`config.mk`:
```
export PLATFORM = sky130hd
export DESIGN_NAME = vmac_lane
export DESIGN_NICKNAME = d
export VERILOG_FILES = /design/src/hw/rtl/vmac_pkg.sv /design/src/hw/rtl/vmac_lane.sv
export SDC_FILE = /design/constraint.sdc
export NUM_CORES = 1
export LEC_CHECK = 0
export BUFFER_PORTS_ARGS = -buffer_cell sky130_fd_sc_hd__clkbuf_2
export CORE_ASPECT_RATIO = 1.1
export CORE_UTILIZATION = 45
export DETAILED_ROUTE_END_ITERATION = 10
export GPL_TIMING_DRIVEN = 0
export PLACE_DENSITY = 0.62
export SLEW_MARGIN = 20
export SYNTH_ARGS = -nofsm -noshare
export SYNTH_HDL_FRONTEND = slang
export SYNTH_SLANG_ARGS = --single-unit
```
`constraint.sdc`:
```
create_clock -name vclk -period 9.9
set_input_delay 0 -clock vclk [all_inputs]
set_output_delay 0 -clock vclk [all_outputs]
set_load 0.05 [all_outputs]
```
`src/hw/rtl/vmac_pkg.sv`:
```
// ----------------------------------------------------------------------------
// vmac_pkg
// shared types, opcodes and helpers of the eight-lane vector mac unit
// ----------------------------------------------------------------------------
package vmac_pkg;

	localparam int unsigned LANE_W = 16;
	localparam int unsigned ACC_W  = 48;
	localparam int unsigned NLANES = 8;

	typedef enum logic [3:0] {
		OP_AND   = 4'd0,
		OP_NAND  = 4'd1,
		OP_OR    = 4'd2,
		OP_NOR   = 4'd3,
		OP_XOR   = 4'd4,
		OP_NXOR  = 4'd5,
		OP_MACF  = 4'd6,
		OP_MACU  = 4'd7,
		OP_MADH  = 4'd8,
		OP_MADL  = 4'd9,
		OP_MADM  = 4'd10,
		OP_MADN  = 4'd11,
		OP_WRITE = 4'd12
	} op_t;

	typedef logic [LANE_W-1:0] lane_t;
	typedef lane_t [NLANES-1:0] vec_t;
	typedef logic [ACC_W-1:0] acc_t;

	// lane of the second source feeding lane i
	function automatic logic [2:0] pick_lane(input logic [3:0] e, input logic [2:0] i);
		logic [2:0] r;
		r = i;
		unique case (e)
			4'd2: r = {i[2:1], 1'b0};
			4'd3: r = {i[2:1], 1'b1};
			4'd4: r = {i[2], 2'b00};
			4'd5: r = {i[2], 2'b01};
			4'd6: r = {i[2], 2'b10};
			4'd7: r = {i[2], 2'b11};
			4'd0, 4'd1: r = i;
			default: r = e[2:0];
		endcase
		return r;
	endfunction

endpackage

```
`src/hw/rtl/vmac_lane.sv`:
```
// ----------------------------------------------------------------------------
// vmac_lane
// one lane: logic op or multiply-accumulate with clamp, combinational
// ----------------------------------------------------------------------------
module vmac_lane
	import vmac_pkg::*;
(
	input  logic [3:0] op,
	input  lane_t      a,
	input  lane_t      b,
	input  acc_t       acc,
	output acc_t       acc_nxt,
	output lane_t      res
);

	logic signed [16:0] ax, bx;
	logic signed [33:0] prod;
	acc_t add, sum;
	logic [15:0] hi, md;
	logic in_rng, neg;

	always_comb begin
		ax = {(op == OP_MADN || op == OP_MADL) ? 1'b0 : a[15], a};
		bx = {(op == OP_MADM || op == OP_MADL) ? 1'b0 : b[15], b};
		prod = ax * bx;
		unique case (op)
			OP_MACF, OP_MACU: add = acc_t'({{13{prod[33]}}, prod, 1'b0});
			OP_MADH: add = {prod[31:0], 16'h0000};
			OP_MADL: add = {32'h0, prod[31:16]};
			default: add = {{14{prod[33]}}, prod};
		endcase
		sum = acc + add;
		hi = sum[47:32];
		md = sum[31:16];
		neg = hi[15];
		in_rng = hi == {16{md[15]}};
		acc_nxt = sum;
		res = '0;
		unique case (op)
			OP_AND:  res = a & b;
			OP_NAND: res = ~(a & b);
			OP_OR:   res = a | b;
			OP_NOR:  res = ~(a | b);
			OP_XOR:  res = a ^ b;
			OP_NXOR: res = ~(a ^ b);
			OP_MACU: res = neg ? 16'h0000 : (in_rng ? md : 16'hffff);
			OP_MADL, OP_MADN: res = in_rng ? sum[15:0] : (neg ? 16'h0000 : 16'hffff);
			OP_MACF, OP_MADH, OP_MADM: res = in_rng ? md : (neg ? 16'h8000 : 16'h7fff);
			default: res = '0;
		endcase
		if (op <= OP_NXOR)
			acc_nxt = {acc[47:16], res};
	end

endmodule

```
==> metrics.csv, run 1 <==
stage,metric,value,unit
run_status,run status,finished with violations,
run_status,failing checks,negative setup slack,
logic_synthesis,Synthesized Nets,2700,
floorplan,Die H,205,µm
layout,final core occ,57.5,%
floorplan,I/O pins,148,
floorplan,area of the die,38100,µm²
timing,final setup fails,16,
detailed_routing,drt first pass iters,5,
timing,Fmax,98.6,MHz
place,Detailed Place HPWL,53200,µm
layout,Fill cells,3419,
timing,Rel. slew slack,26.4,%
global_route,first-pass GRT wire length,98400,µm
worst_hold_path,hold_sp,acc[29],
logic_synthesis,Yosys warnings,0,
logic_synthesis,Synth area leader,fa_1,
detailed_routing,drt wl/cell,22.2,µm
critical_path,critical path class,primary input to output pin,
detailed_routing,Avg Vias per Cell,5.78,
clocking,hold buffer count at CTS,0,
detailed_routing,DRC violations left,0,
timing,worst slew pin tran,1.09,ns
layout,sequential cell area,0,µm²
layout,fin nets,2951,
timing,ratio of final minimum period to clock period,102,%
place,# port buffers,146,
detailed_routing,WL final,64400,µm
global_route,largest net degree at the start of global routing,19,
logic_synthesis,Post-Syn Instances,2155,
logic_synthesis,top cell type's share of synthesized area,35.4,%
worst_hold_path,worst hold stages,4,
critical_path,CP startpoint kind,primary input,
layout,clock buffer count,0,
layout,ratio of cells with drive above 1 in the final layout,23.2,%
global_route,Tot GR Track Use,34.2,%
timing,"Slew Viols, Final",0,
detailed_routing,initial DRC count,1145,
layout,num sequential,0,
critical_path,CP Data Required Time,9.90,ns
floorplan,FP Rows,73,
timing,Final min period,10.14,ns
logic_synthesis,cell with the most instances after synthesis,inv_1,
worst_hold_path,HP Class,primary input to output pin,
place,Final GP Congestion,1.04,
critical_path,WP data arrival,10.14,ns
critical_path,most used cell along the critical path,fa_1,
logic_synthesis,Yosys cell types,86,
layout,Layout Area Growth over Synthesis,24.9,%
floorplan,core area,36400,µm²
global_route,global route overflow,0,
timing,RSZ-0062 raised after global routing,true,
logic_synthesis,area of the mapped netlist,16800,µm²
job,maximum capacitance violations,0,
detailed_routing,Vias,16721,
worst_hold_path,hold endpoint,acc_nxt[29],
detailed_routing,DRT antenna net count,0,
layout,Multi-input gate area,16300,µm²
logic_synthesis,Synth area leaders,"fa_1 35%, ha_1 12%, inv_1 8.1%",
timing,Final Hold Viols,0,
timing,setup ws final,-0.240,ns
detailed_routing,met2 WL,31600,µm
detailed_routing,WL met1,24900,µm
critical_path,"slowest stage cell, crit path",fa_1,
logic_synthesis,sequential area share after synthesis,0,%
critical_path,"Max FO, Critical Path",8,
global_route,vias in the first global route,17041,
critical_path,CP peak stage delay,0.59,ns
floorplan,Die Wd,186,µm
detailed_routing,DR top layer,met4,
global_route,initial antenna violation count,2,
floorplan,Initial Utilization,46.1,%
detailed_routing,Met3 Wirelength,4120,µm
logic_synthesis,top post-synthesis cells by count,"363 x inv_1, 297 x fa_1, 276 x nand2_1, 227 x nor2_1, 164 x ha_1",
critical_path,CP endpoint kind,output pin,
logic_synthesis,Mapped Avg Cell Area,7.79,µm²
==> worst max path at each step <==
stage,from,endpoint,slack (ns),cells past startpoint
2_1_floorplan,op[1],res[1],0.01,45
3_3_place_gp,a[15],res[12],-2.33,38
3_5_place_dp,a[15],res[12],-2.47,38
4_1_cts,op[0],res[3],-0.31,44
5_1_grt,op[0],res[10],-0.41,45
6_report,op[0],res[3],-0.24,42
==> worst max-delay path, delay by kind of cell <==
family | cells | cell delay [ns]
multiplexers | 1 | 0.24
AO/OA/AOI/OAI | 9 | 1.66
AND/OR/NAND/NOR | 12 | 2.90
XOR/XNOR | 2 | 0.23
buffers and inverters | 10 | 1.28
adder cells (fa/ha/maj) | 8 | 3.78
==> cell usage in the layout (no fill, tap or decap), types with 10 or more instances in the layout <==
cell type / n
a21oi_2: 19
xor2_1: 14
nand2b_1: 33
o21ai_0: 83
o211ai_1: 15
a21oi_1: 72
and3_1: 15
nand3_1: 16
inv_1: 353
o21a_1: 16
mux2i_1: 18
clkbuf_4: 10
o22ai_1: 16
clkbuf_1: 28
buf_2: 12
nor2_1: 214
buf_8: 19
ha_1: 141
nand2_1: 265
o21ai_2: 17
xnor2_1: 71
nand4_1: 18
buf_6: 20
nor3_1: 16
buf_4: 107
clkbuf_2: 129
a21o_1: 31
fa_1: 289
ha_4: 14
o21ai_1: 11
==> through the flow <==
step / setup TNS [ns] / hold slack (ns) / instance area, µm² / instances / worst slack (ns)
floorplan: 0 / 0.278 / 16900 / 2155 / 0.0103
global placement: -44.31 / 0.407 / 18300 / 2788 / -2.33
detailed placement: -47.63 / 0.415 / 18300 / 2788 / -2.47
CTS: -4.29 / 0.416 / 19900 / 2858 / -0.313
global route: -5.97 / 0.432 / 21000 / 2891 / -0.406
finish: -3.07 / 0.413 / 21000 / 2894 / -0.240
==> metal layers <==
layer  track usage [%]  vias to the layer above
li1                  -                     7476
met1              42.8                     8289
met2              59.7                      749
met3              3.25                      207
met4              14.6                        0
met5                 0                        -
==> what timing repair did <==
action                                  CTS  global route
endpoints found under the setup margin   45            17
pin swaps                                74           124
gates resized for setup                 266           187
buffers inserted                         77            39
gates cloned                              1             0
==> kinds of logic after synthesis <==
kind of cell             after synthesis  share of synthesized area (%)
AND/OR/NAND/NOR                      667                           17.3
XOR/XNOR                             104                           5.43
buffers and inverters                479                           11.0
multiplexers                          24                           1.46
AO/OA/AOI/OAI                        420                           17.1
adder cells (fa/ha/maj)              461                           47.6
==> area by class of cell <==
| type | instances | area share [%] |
|---|---|---|
| Timing Repair Buffer | 262 | 9.11 |
| Buffer | 86 | 3.14 |
| Multi-Input combinational cell | 1676 | 77.8 |
| Inverter | 380 | 7.03 |
| Tap cell | 487 | 2.91 |
| Antenna cell | 3 | 0.0358 |
==> run 2, diff against run 1 <==
- ABC_AREA: default -> 1
- GPL_TIMING_DRIVEN: 0 -> default
- PLACE_DENSITY: 0.62 -> default
- PLACE_DENSITY_LB_ADDON: default -> 0.05
==> metrics.csv, run 2 <==
stage,metric,value,unit
timing,final setup fails,0,
critical_path,CP startpoint kind,primary input,
timing,Final Hold Viols,0,
worst_hold_path,HP Class,primary input to output pin,
detailed_routing,drt first pass iters,6,
place,# port buffers,148,
timing,Fmax,105,MHz
floorplan,core area,40300,µm²
floorplan,I/O pins,148,
worst_hold_path,hold_sp,acc[37],
critical_path,CP Data Required Time,9.90,ns
logic_synthesis,Synth area leader,fa_1,
global_route,first-pass GRT wire length,107000,µm
layout,Layout Area Growth over Synthesis,11.3,%
timing,setup ws final,0.413,ns
global_route,Tot GR Track Use,33.6,%
logic_synthesis,Yosys warnings,0,
global_route,global route overflow,0,
logic_synthesis,area of the mapped netlist,18400,µm²
job,maximum capacitance violations,0,
detailed_routing,Avg Vias per Cell,5.33,
layout,clock buffer count,0,
global_route,initial antenna violation count,2,
detailed_routing,drt wl/cell,20.2,µm
worst_hold_path,worst hold stages,4,
floorplan,area of the die,41600,µm²
floorplan,Initial Utilization,45.6,%
critical_path,WP data arrival,9.49,ns
place,dpl ws,0.0897,ns
layout,sequential cell area,0,µm²
global_route,vias in the first global route,18602,
timing,Final min period,9.49,ns
detailed_routing,Vias,18375,
layout,num sequential,0,
layout,most frequent cells in the layout,"702 x nand2_1, 688 x inv_1, 291 x fa_1, 192 x nor2_1, 154 x ha_1",
detailed_routing,initial DRC count,1473,
global_route,largest net degree at the start of global routing,45,
layout,fin nets,3477,
logic_synthesis,Synthesized Nets,3360,
logic_synthesis,top post-synthesis cells by count,"704 x nand2_1, 690 x inv_1, 297 x fa_1, 198 x nor2_1, 164 x ha_1",
logic_synthesis,Mapped Avg Cell Area,6.53,µm²
worst_hold_path,hold endpoint,acc_nxt[37],
logic_synthesis,cell with the most instances after synthesis,nand2_1,
layout,ratio of cells with drive above 1 in the final layout,12.0,%
critical_path,"slowest stage cell, crit path",fa_1,
critical_path,"Max FO, Critical Path",12,
floorplan,FP Rows,77,
critical_path,CP peak stage delay,0.57,ns
timing,worst slew pin tran,1.09,ns
run_status,run status,finished clean,
clocking,hold buffer count at CTS,0,
place,Detailed Place HPWL,60900,µm
floorplan,Die Wd,195,µm
place,Final GP Congestion,1.01,
detailed_routing,DRT antenna net count,0,
logic_synthesis,top cell type's share of synthesized area,32.4,%
layout,"commonest non-fill, non-tap cell in the layout",nand2_1,
detailed_routing,WL final,69500,µm
timing,RSZ-0062 raised after global routing,true,
floorplan,Die H,214,µm
critical_path,critical path class,primary input to output pin,
detailed_routing,DRC violations left,0,
timing,Rel. slew slack,27.4,%
logic_synthesis,Synth area leaders,"fa_1 32%, nand2_1 14%, inv_1 14%",
logic_synthesis,sequential area share after synthesis,0,%
critical_path,most used cell along the critical path,nand2_1,
critical_path,CP endpoint kind,output pin,
logic_synthesis,Post-Syn Instances,2815,
timing,ratio of final minimum period to clock period,95.8,%
timing,"Slew Viols, Final",0,
logic_synthesis,Yosys cell types,50,
run 2: changes by cell type after synthesis, moves of 17 or more:
cell	before	now
inv_1	363	690
nand2b_1	35	0
nand3_1	17	156
o21ai_0	101	128
nand2_1	276	704
clkbuf_1	63	92
buf_2	19	2
a21o_1	32	7
a21oi_1	93	118
xnor2_1	80	21
mux2i_1	20	0
nor2_1	227	198
inv_2	2	21
nor3_1	21	4
run 2: kinds of logic (layout without fill, tap and decap cells):
kind of cell | count (synthesis) | after routing | share of synthesized area (%)
simple gates | 1156 | 1157 | 26.8
buf+inv | 816 | 930 | 17.0
fa+ha+maj | 461 | 461 | 43.5
compound gates | 329 | 329 | 10.1
xor+xnor | 53 | 53 | 2.53
other cells | 0 | 2 | 0
run 2: per-layer routing:
layer / part of all wire, % / GRT usage (%) / vias up
met5: 0 / 0 / -
met4: 4.3 / 11.8 / 0
met3: 5.4 / 2.13 / 118
met2: 50 / 59.4 / 585
met1: 41 / 43.1 / 8966
li1: - / - / 8706
run 2: timing repair:
action / in CTS / in global routing
setup endpoints to repair: 0 / 17
gates resized for setup: 0 / 72
setup buffers: 0 / 7
run 2: area by class of cell:
cell class	count	area [µm²]
antenna	2	5.00
fill	4175	19800
inverter	713	2680
multi-input combinational	2000	15500
tap	513	642
timing repair buffer	216	1610
timing repair inverter	1	7.51
run 2: metrics by stage:
stage / instance area, µm² / hold WS, ns / std cells / TNS (ns) / util (%)
2_1_floorplan: 18400 / 0.276 / 2815 / 0 / -
3_3_place_gp: 20100 / 0.430 / 3432 / 0 / 49.8
3_5_place_dp: 20100 / 0.430 / 3432 / 0 / 49.8
4_1_cts: 20100 / 0.433 / 3432 / 0 / 49.8
5_1_grt: 20500 / 0.473 / 3445 / -0.227 / 50.8
6_report: 20500 / 0.430 / 3445 / 0 / 50.8
run 2: how the worst max path moves through the flow:
| stage | from | end | depth (start not counted) | slack, ns |
|---|---|---|---|---|
| after detailed placement | op[3] | res[13] | 56 | 0.09 |
| after floorplan | op[3] | res[0] | 52 | 1.15 |
| final | a[6] | res[14] | 42 | 0.41 |
| after global routing | op[3] | res[14] | 57 | -0.04 |
| after global placement | op[3] | res[13] | 42 | 0.04 |
| after CTS | op[3] | res[13] | 56 | 0.05 |
run 2: worst max-delay path: cells and delay by family:
| kind | cells | cell delay (ns) |
|---|---|---|
| compound gates | 6 | 1.20 |
| xor+xnor | 1 | 0.31 |
| fa+ha+maj | 10 | 4.39 |
| buf+inv | 8 | 1.09 |
| simple gates | 17 | 2.52 |
Power of run 2 is left out: the tool's default activity adds up to more than one toggle a clock period on the data nets, which glitch-free logic cannot reach.
